--- src/pvt_c2t_pkg.sv ---
`default_nettype none

package pvt_c2t_pkg;

   // field widths
   localparam int CODE_W = 10;
   localparam int OUT_W  = 19;

   // magnitude of one polynomial term while it is being scaled
   localparam int MAG_W = 19;

   // terms with degree one and up, index 0 holds the fourth-degree term
   localparam int LANE_COUNT = 4;

   // magnitude times code
   localparam int PROD_W = MAG_W + CODE_W;

   // divide by 1000 as multiply by ceil(2^39 / 1000) and shift by 39,
   // exact for every product below 2^29
   localparam int RECIP_W     = 30;
   localparam int RECIP_SHIFT = 39;
   localparam int WIDE_W      = PROD_W + RECIP_W;
   localparam logic [RECIP_W-1:0] RECIP = 30'd549755814;

   // width of the signed sum of all terms
   localparam int SUM_W = 22;

   // coefficient magnitudes, lane i has degree LANE_COUNT - i
   localparam logic [LANE_COUNT-1:0][MAG_W-1:0] COEF_MAG = {
      19'd328430, 19'd185010, 19'd80705, 19'd18439
   };

   // lanes whose coefficient is negative
   localparam logic [LANE_COUNT-1:0] COEF_NEG = 4'b0101;

   // degree zero term
   localparam logic signed [SUM_W-1:0] COEF_CONST = -22'sd48690;

   // range the converted temperature can reach
   localparam logic signed [OUT_W-1:0] TEMP_LOW  = -19'sd48690;
   localparam logic signed [OUT_W-1:0] TEMP_HIGH = 19'sd160000;

   typedef logic [LANE_COUNT-1:0][MAG_W-1:0] pvt_c2t_mag_vec_type;

   // control that travels with each pipeline stage
   typedef struct packed {
      logic              valid;
      logic [CODE_W-1:0] code;
   } pvt_c2t_ctl_type;

endpackage

`default_nettype wire

--- src/pvt_c2t_sum.sv ---
`default_nettype none

module pvt_c2t_sum
   import pvt_c2t_pkg::*;
(
   input  logic                    clock,
   input  logic                    reset,
   input  logic                    en,
   input  pvt_c2t_ctl_type         ctl_in,
   input  pvt_c2t_mag_vec_type     mag_in,
   output pvt_c2t_ctl_type         ctl_out,
   output logic signed [OUT_W-1:0] temp_out
);

   localparam logic signed [SUM_W-1:0] OUT_MIN = -(SUM_W'(1) <<< (OUT_W - 1));
   localparam logic signed [SUM_W-1:0] OUT_MAX = (SUM_W'(1) <<< (OUT_W - 1)) - SUM_W'(1);

   logic signed [SUM_W-1:0] term [LANE_COUNT];
   logic signed [SUM_W-1:0] half_a_ff;
   logic signed [SUM_W-1:0] half_a_in;
   logic signed [SUM_W-1:0] half_b_ff;
   logic signed [SUM_W-1:0] half_b_in;
   logic signed [SUM_W-1:0] total;
   logic signed [OUT_W-1:0] temp_ff;
   logic signed [OUT_W-1:0] temp_in;
   pvt_c2t_ctl_type         ctl_a_ff;
   pvt_c2t_ctl_type         ctl_b_ff;

   // apply the fixed sign of each coefficient
   always_comb begin
      for (int i = 0; i < LANE_COUNT; i++) begin
         term[i] = COEF_NEG[i] ? -$signed(SUM_W'(mag_in[i])) : $signed(SUM_W'(mag_in[i]));
      end
   end

   // first stage: two partial sums, constant term folded in
   assign half_a_in = term[0] + term[1];
   assign half_b_in = term[2] + term[3] + COEF_CONST;

   // second stage: final sum and clamp to the output range
   assign total = half_a_ff + half_b_ff;

   always_comb begin
      if (total < OUT_MIN) begin
         temp_in = OUT_MIN[OUT_W-1:0];
      end else if (total > OUT_MAX) begin
         temp_in = OUT_MAX[OUT_W-1:0];
      end else begin
         temp_in = total[OUT_W-1:0];
      end
   end

   always_ff @(posedge clock) begin
      if (reset) begin
         ctl_a_ff.valid <= 1'b0;
         ctl_b_ff.valid <= 1'b0;
      end else if (en) begin
         ctl_a_ff <= ctl_in;
         ctl_b_ff <= ctl_a_ff;
      end
   end

   always_ff @(posedge clock) begin
      if (en) begin
         half_a_ff <= half_a_in;
         half_b_ff <= half_b_in;
         temp_ff   <= temp_in;
      end
   end

   assign ctl_out  = ctl_b_ff;
   assign temp_out = temp_ff;

   // code zero gives exactly the constant term
   a_zero_code: assert property (@(posedge clock) disable iff (reset)
      ctl_b_ff.valid && (ctl_b_ff.code == '0) |-> temp_ff == COEF_CONST[OUT_W-1:0])
      else $error("code zero did not give the constant term");

   // result stays within the curve's range
   a_range: assert property (@(posedge clock) disable iff (reset)
      ctl_b_ff.valid |-> (temp_ff >= TEMP_LOW) && (temp_ff <= TEMP_HIGH))
      else $error("temperature outside the curve range");

   // a stalled result holds until the pipeline advances
   a_hold: assert property (@(posedge clock) disable iff (reset)
      ctl_b_ff.valid && !en |=> ctl_b_ff.valid && $stable(temp_ff))
      else $error("stalled result changed");

endmodule

`default_nettype wire

--- config.mk ---
export PLATFORM = sky130hd
export DESIGN_NAME = pvt_c2t_sum
export DESIGN_NICKNAME = d
export VERILOG_FILES = /design/src/pvt_c2t_pkg.sv /design/src/pvt_c2t_sum.sv
export SDC_FILE = /design/constraint.sdc
export NUM_CORES = 1
export LEC_CHECK = 0
export ABC_AREA = 0
export ABC_CLOCK_PERIOD_IN_PS = 4300
export BUFFER_PORTS_ARGS = -buffer_cell sky130_fd_sc_hd__buf_2
export CORE_UTILIZATION = 45
export CTS_CLUSTER_SIZE = 40
export DETAILED_ROUTE_END_ITERATION = 16
export MAX_ROUTING_LAYER = met4
export PLACE_DENSITY_LB_ADDON = 0.08
export RECOVER_POWER = 100
export SYNTH_ARGS = -nofsm -noshare
export SYNTH_HDL_FRONTEND = slang
export SYNTH_SLANG_ARGS = --single-unit
--- constraint.sdc ---
create_clock -name clock -period 4.3 [get_ports clock]
set_input_delay 0.43 -clock clock [delete_from_list [all_inputs] [get_ports clock]]
set_output_delay 0.43 -clock clock [all_outputs]
set_load 0.03 [all_outputs]
### After elaboration in Yosys (flattened, before gate mapping)

Cells that the tools add are included.

* bitwise logic cells: 1
* muxes and demuxes: 1
* add/subtract/negate cells: 6
* reduce and logical (&&, ||, !) cells: 1
* $lt $le $gt $ge: 2

Operators by type and width (count)
* adder 22 x 20 -> 22 bit: 2
* negator 19 -> 22 bit: 2
* adder 22 x 17 -> 22 bit (second input constant): 1
* adder 22 bit: 1
* > comparator 22 x 19 -> 1 bit (second input constant): 1
* less-than comparator 22 x 19 -> 1 bit (second input constant): 1
* two-way mux 19 bit: 1
* AND reduction 2 bit: 1
* NOT 1 bit: 1

* word-level logic and storage cells: 18
* bits in registers: 85
* input bits: 90

### Depth between registers and ports, before layout

* depth after elaboration: 3
* gate-level depth with buffers: 15
* gate-level depth less buffers: 15

### Worst setup path before layout

No wires, ideal clock.

* path type: input to register
* from: input mag_in[58] (netlist bit)
* to: register half_b_ff[19] (data pin)
* path slack: 1144 ps
* setup time: 174 ps
* stages: 15
* buffers on the path: 0
* data arrival time: 2982 ps
* cell sequence: inv_1 ha_1 inv_1 ha_1 inv_1 fa_1 nor2b_1 o21a_1 o21bai_1 a21boi_0 o41ai_1 a31oi_1 a221oi_1 nor3_1 a311oi_1

* word-level cells in the longest chain between the ends: 2

Ends and longest elaborated chain
* start: declaration: RTL line pvt_c2t_sum.sv:10 `input pvt_c2t_mag_vec_type mag_in,`
* adder 22 x 20 -> 22 bit: RTL line pvt_c2t_sum.sv:38 `assign half_b_in = term[2] + term[3] + COEF_CONST;`
* adder 22 x 17 -> 22 bit: RTL line pvt_c2t_sum.sv:38
* net half_b_in[19]: RTL line pvt_c2t_sum.sv:22 `logic signed [SUM_W-1:0] half_b_in;`
* end signal: assignment: RTL line pvt_c2t_sum.sv:66 `half_b_ff <= half_b_in;`
* end: declaration: RTL line pvt_c2t_sum.sv:21 `logic signed [SUM_W-1:0] half_b_ff;`

The timed path passes the listed nets, and every way through them passes these cells.
A chain may end at the register's enable or synchronous reset.

### Worst setup path after layout

* from: register half_a_ff[6]
* to: register temp_ff[13], in the netlist temp_out[13] (data pin)

* word-level cells in the longest chain between the ends: 3
* elaborated cells between the ends (all ways): 4
* those cells by class: add/sub (1); order compare (2); mux (1)

Ends and longest elaborated chain
* start: declaration: RTL line pvt_c2t_sum.sv:19 `logic signed [SUM_W-1:0] half_a_ff;`
* start signal: assignment: RTL line pvt_c2t_sum.sv:65 `half_a_ff <= half_a_in;`
* adder 22 bit (*): RTL line pvt_c2t_sum.sv:41 `assign total = half_a_ff + half_b_ff;`
* > comparator 22 x 19 -> 1 bit: RTL line pvt_c2t_sum.sv:46 `end else if (total > OUT_MAX) begin`
* two-way mux 19 bit: RTL line pvt_c2t_sum.sv:46
* end signal: assignment: RTL line pvt_c2t_sum.sv:67 `temp_ff <= temp_in;`
* end: declaration: RTL line pvt_c2t_sum.sv:24 `logic signed [OUT_W-1:0] temp_ff;`

Every way passes the cells marked *; elsewhere a longest branch is shown, timed or not.

==> results.json <==
{
  "arrival_ns": 3.88,
  "slew_headroom": -0.202,
  "tns_ns": 0,
  "wl_per_cell_um": 12.1,
  "p_leak_nw": 3.09,
  "power_switching_share": 0.341,
  "drv_slew": 36,
  "antenna_found_initial": 0,
  "numCtsBuffers": 9,
  "synthTopCellsByArea": "edfxtp_1, ha_1, xnor2_1",
  "period_needed_ns": 3.69,
  "synth-edff-count": 83,
  "pwr-share-clk": 0.242,
  "grt_pass1_vias": 4014,
  "max_freq_mhz": 271,
  "place_area_mm2": 0.00663,
  "yosysSeqAreaShare": 0.433,
  "gp_congestion": 0.858,
  "synth_most_common_cell": "edfxtp_1",
  "crit_path_max_incr_delay_ns": 0.54,
  "yosysTopAreaCell": "edfxtp_1",
  "ctsResizeCount": 0,
  "portBuffers": 119,
  "p_total_mw": 3.52,
  "yosys_warnings": 0,
  "core_area_mm2": 0.0127,
  "worstPathMaxFanout": 18,
  "fillers": 1131,
  "cts-root-buf": "clkbuf_16",
  "cts_sinks": 85,
  "holdWs_ns": 0.279,
  "fin_skew_ns": 0.00750,
  "combPwrFrac": 0.409,
  "synth_top_area_share": 0.426,
  "htreeDepth": 3,
  "postCtsHoldBufs": 0,
  "cts_tree": "done",
  "synth_area_mm2": 0.00585,
  "worst_setup_path_end_kind": "flip-flop",
  "drv_cap": 1,
  "path_class": "flip-flop to flip-flop",
  "seq_power_share": 0.349,
  "route.detailed.drc": 0,
  "synth-seq-cells": 85,
  "grt_max_degree": 36,
  "grt_use_total": 0.165,
  "ant_nets": 0,
  "hp-class": "input pin to flip-flop",
  "fp.dieW_um": 116,
  "violations": "max-capacitance violations, max-slew violations",
  "cellPowerDensity_mw_per_mm2": 510,
  "switchingPower_mw": 1.20,
  "dp_hpwl_um": 8350,
  "antenna_cells": 0,
  "critPathTopFamily": "compound AO/OA/AOI/OAI gates",
  "grt_overflow_total": 0,
  "async_reset_ff_frac": 0,
  "seq_area_mm2": 0.00253,
  "synthFlopType": "edfxtp_1",
  "cts.reportedPaths.clkPinSlew_ns": 0.06,
  "status": "complete, but fails checks",
  "cp_slowest_cell": "o31a_1",
  "p_int_mw": 2.32,
  "start_kind": "flip-flop",
  "ir_worst_vdd_v": 0.000239,
  "synth.distinct_cells": 51,
  "clk_latency_ns": 0.33,
  "synthTopCellsByCount": "edfxtp_1, ha_1, inv_1",
  "row_count": 41,
  "fin_util": 0.545,
  "cp_cell_sequence": "ha_1 -> a21o_1 -> or3_1 -> o21ai_0 -> o21ai_2 -> o31a_1 -> or4_1 -> nand3_2 -> o31a_1 -> o31a_1",
  "syn_area_per_cell_um2": 10.7,
  "hold_viol_final": 0,
  "clockBufferDepth": 2,
  "required_ns": 4.50,
  "syn_to_final_growth_pct": 18.0,
  "drt-total-wl_um": 10300,
  "synth_cells": 545,
  "num_vias": 4203,
  "rsz0062_at_grt": "false",
  "min_period_over_period": 0.858,
  "grt_pass1_wl_um": 17100,
  "finalSetupViolCount": 0,
  "crit_buf_inv": 0,
  "dr.pass1.iters": 4,
  "multi_input_area_mm2": 0.00298,
  "design_area_mm2": 0.00691,
  "layout.nets": 841,
  "die_area_mm2": 0.0135,
  "cts_setup_buffers": 0,
  "drt-initial-drc-count": 133,
  "start_util": 0.462,
  "ios": 120,
  "syn_nets": 715,
  "cp_common_cell": "o31a_1",
  "die_y_um": 116,
  "tightest_slew_ns": 1.80,
  "viasPerCell": 4.96,
  "drive_gt1_frac": 0.161
}
[worst paths after layout]
path | startpoint | end | slack, ns | cells after the start
setup / recovery | half_a_ff[6] | temp_out[13] | 0.61 | 10
hold / removal | ctl_in[7] | ctl_a_ff[7] | 0.28 | 1
hold reg to reg | ctl_a_ff[3] | ctl_out[3] | 0.42 | 0
setup reg to reg | half_a_ff[6] | temp_out[13] | 0.61 | 10
[logic make-up after synthesis]
kind of cell    Yosys count  share of synthesized area
compound gates          137                      0.161
xor+xnor                 50                     0.0748
fa+ha+maj                80                      0.175
buf+inv                  80                     0.0573
flops                    85                      0.433
mux                       3                    0.00513
simple gates            110                     0.0943
[power by group through the flow]
stage	registers (mW)	logic (mW)	clock network, mW
3_3_place_gp	1.24	1.45	0
6_report	1.23	1.44	0.853
4_1_cts	1.23	1.48	0.874
2_1_floorplan	1.43	1.01	0
5_1_grt	1.25	1.62	0.904
3_5_place_dp	1.24	1.47	0
[metal layers]
| layer | vias to the layer above | track usage | part of all wire |
|---|---|---|---|
| li1 | 2215 | - | - |
| met1 | 1857 | 0.209 | 0.50 |
| met2 | 116 | 0.262 | 0.43 |
| met3 | 15 | 0.0293 | 0.045 |
| met4 | 0 | 0.0675 | 0.018 |
| met5 | - | - | 0 |
[state kept, by name, summed over array words and instances, names as in the netlist]
signal / count
ctl_a_ff: 11
half_a_ff: 22
temp_out: 19
ctl_out: 11
half_b_ff: 22
[area by class of cell]
type | instances | share of cell area
clock inverter | 7 | 0.0165
tap | 172 | 0.0312
clock buffer | 9 | 0.0326
sequential | 85 | 0.367
inverter | 73 | 0.0397
multi-input combinational | 380 | 0.431
timing repair buffer | 122 | 0.0821
[layout by cell type, fill, tap and decap left out, types with 4 or more instances in the layout]
master      n
edfxtp_1   83
nand2b_1   10
clkbuf_1   35
nor2b_1     9
clkbuf_16   9
xor2_1     13
a211oi_1    4
or3_1       5
ha_1       77
xnor2_1    37
a221oi_1    5
nand2_1    17
buf_2      87
a21o_1     18
nand3_1     6
o21a_1     28
nor3_1     13
nand4_1     4
inv_1      73
o21ai_0    17
o21bai_1    8
nor2_1     35
a31oi_1     6
a21oi_1    31
[per-stage QoR]
step                      cells  setup WS, ns
after global placement      832         0.688
after floorplan             545          1.14
after global routing        848         0.346
after detailed placement    832         0.588
final                       848         0.611
after CTS                   848         0.854
No activity file was read; power rests on OpenSTA's default activity.
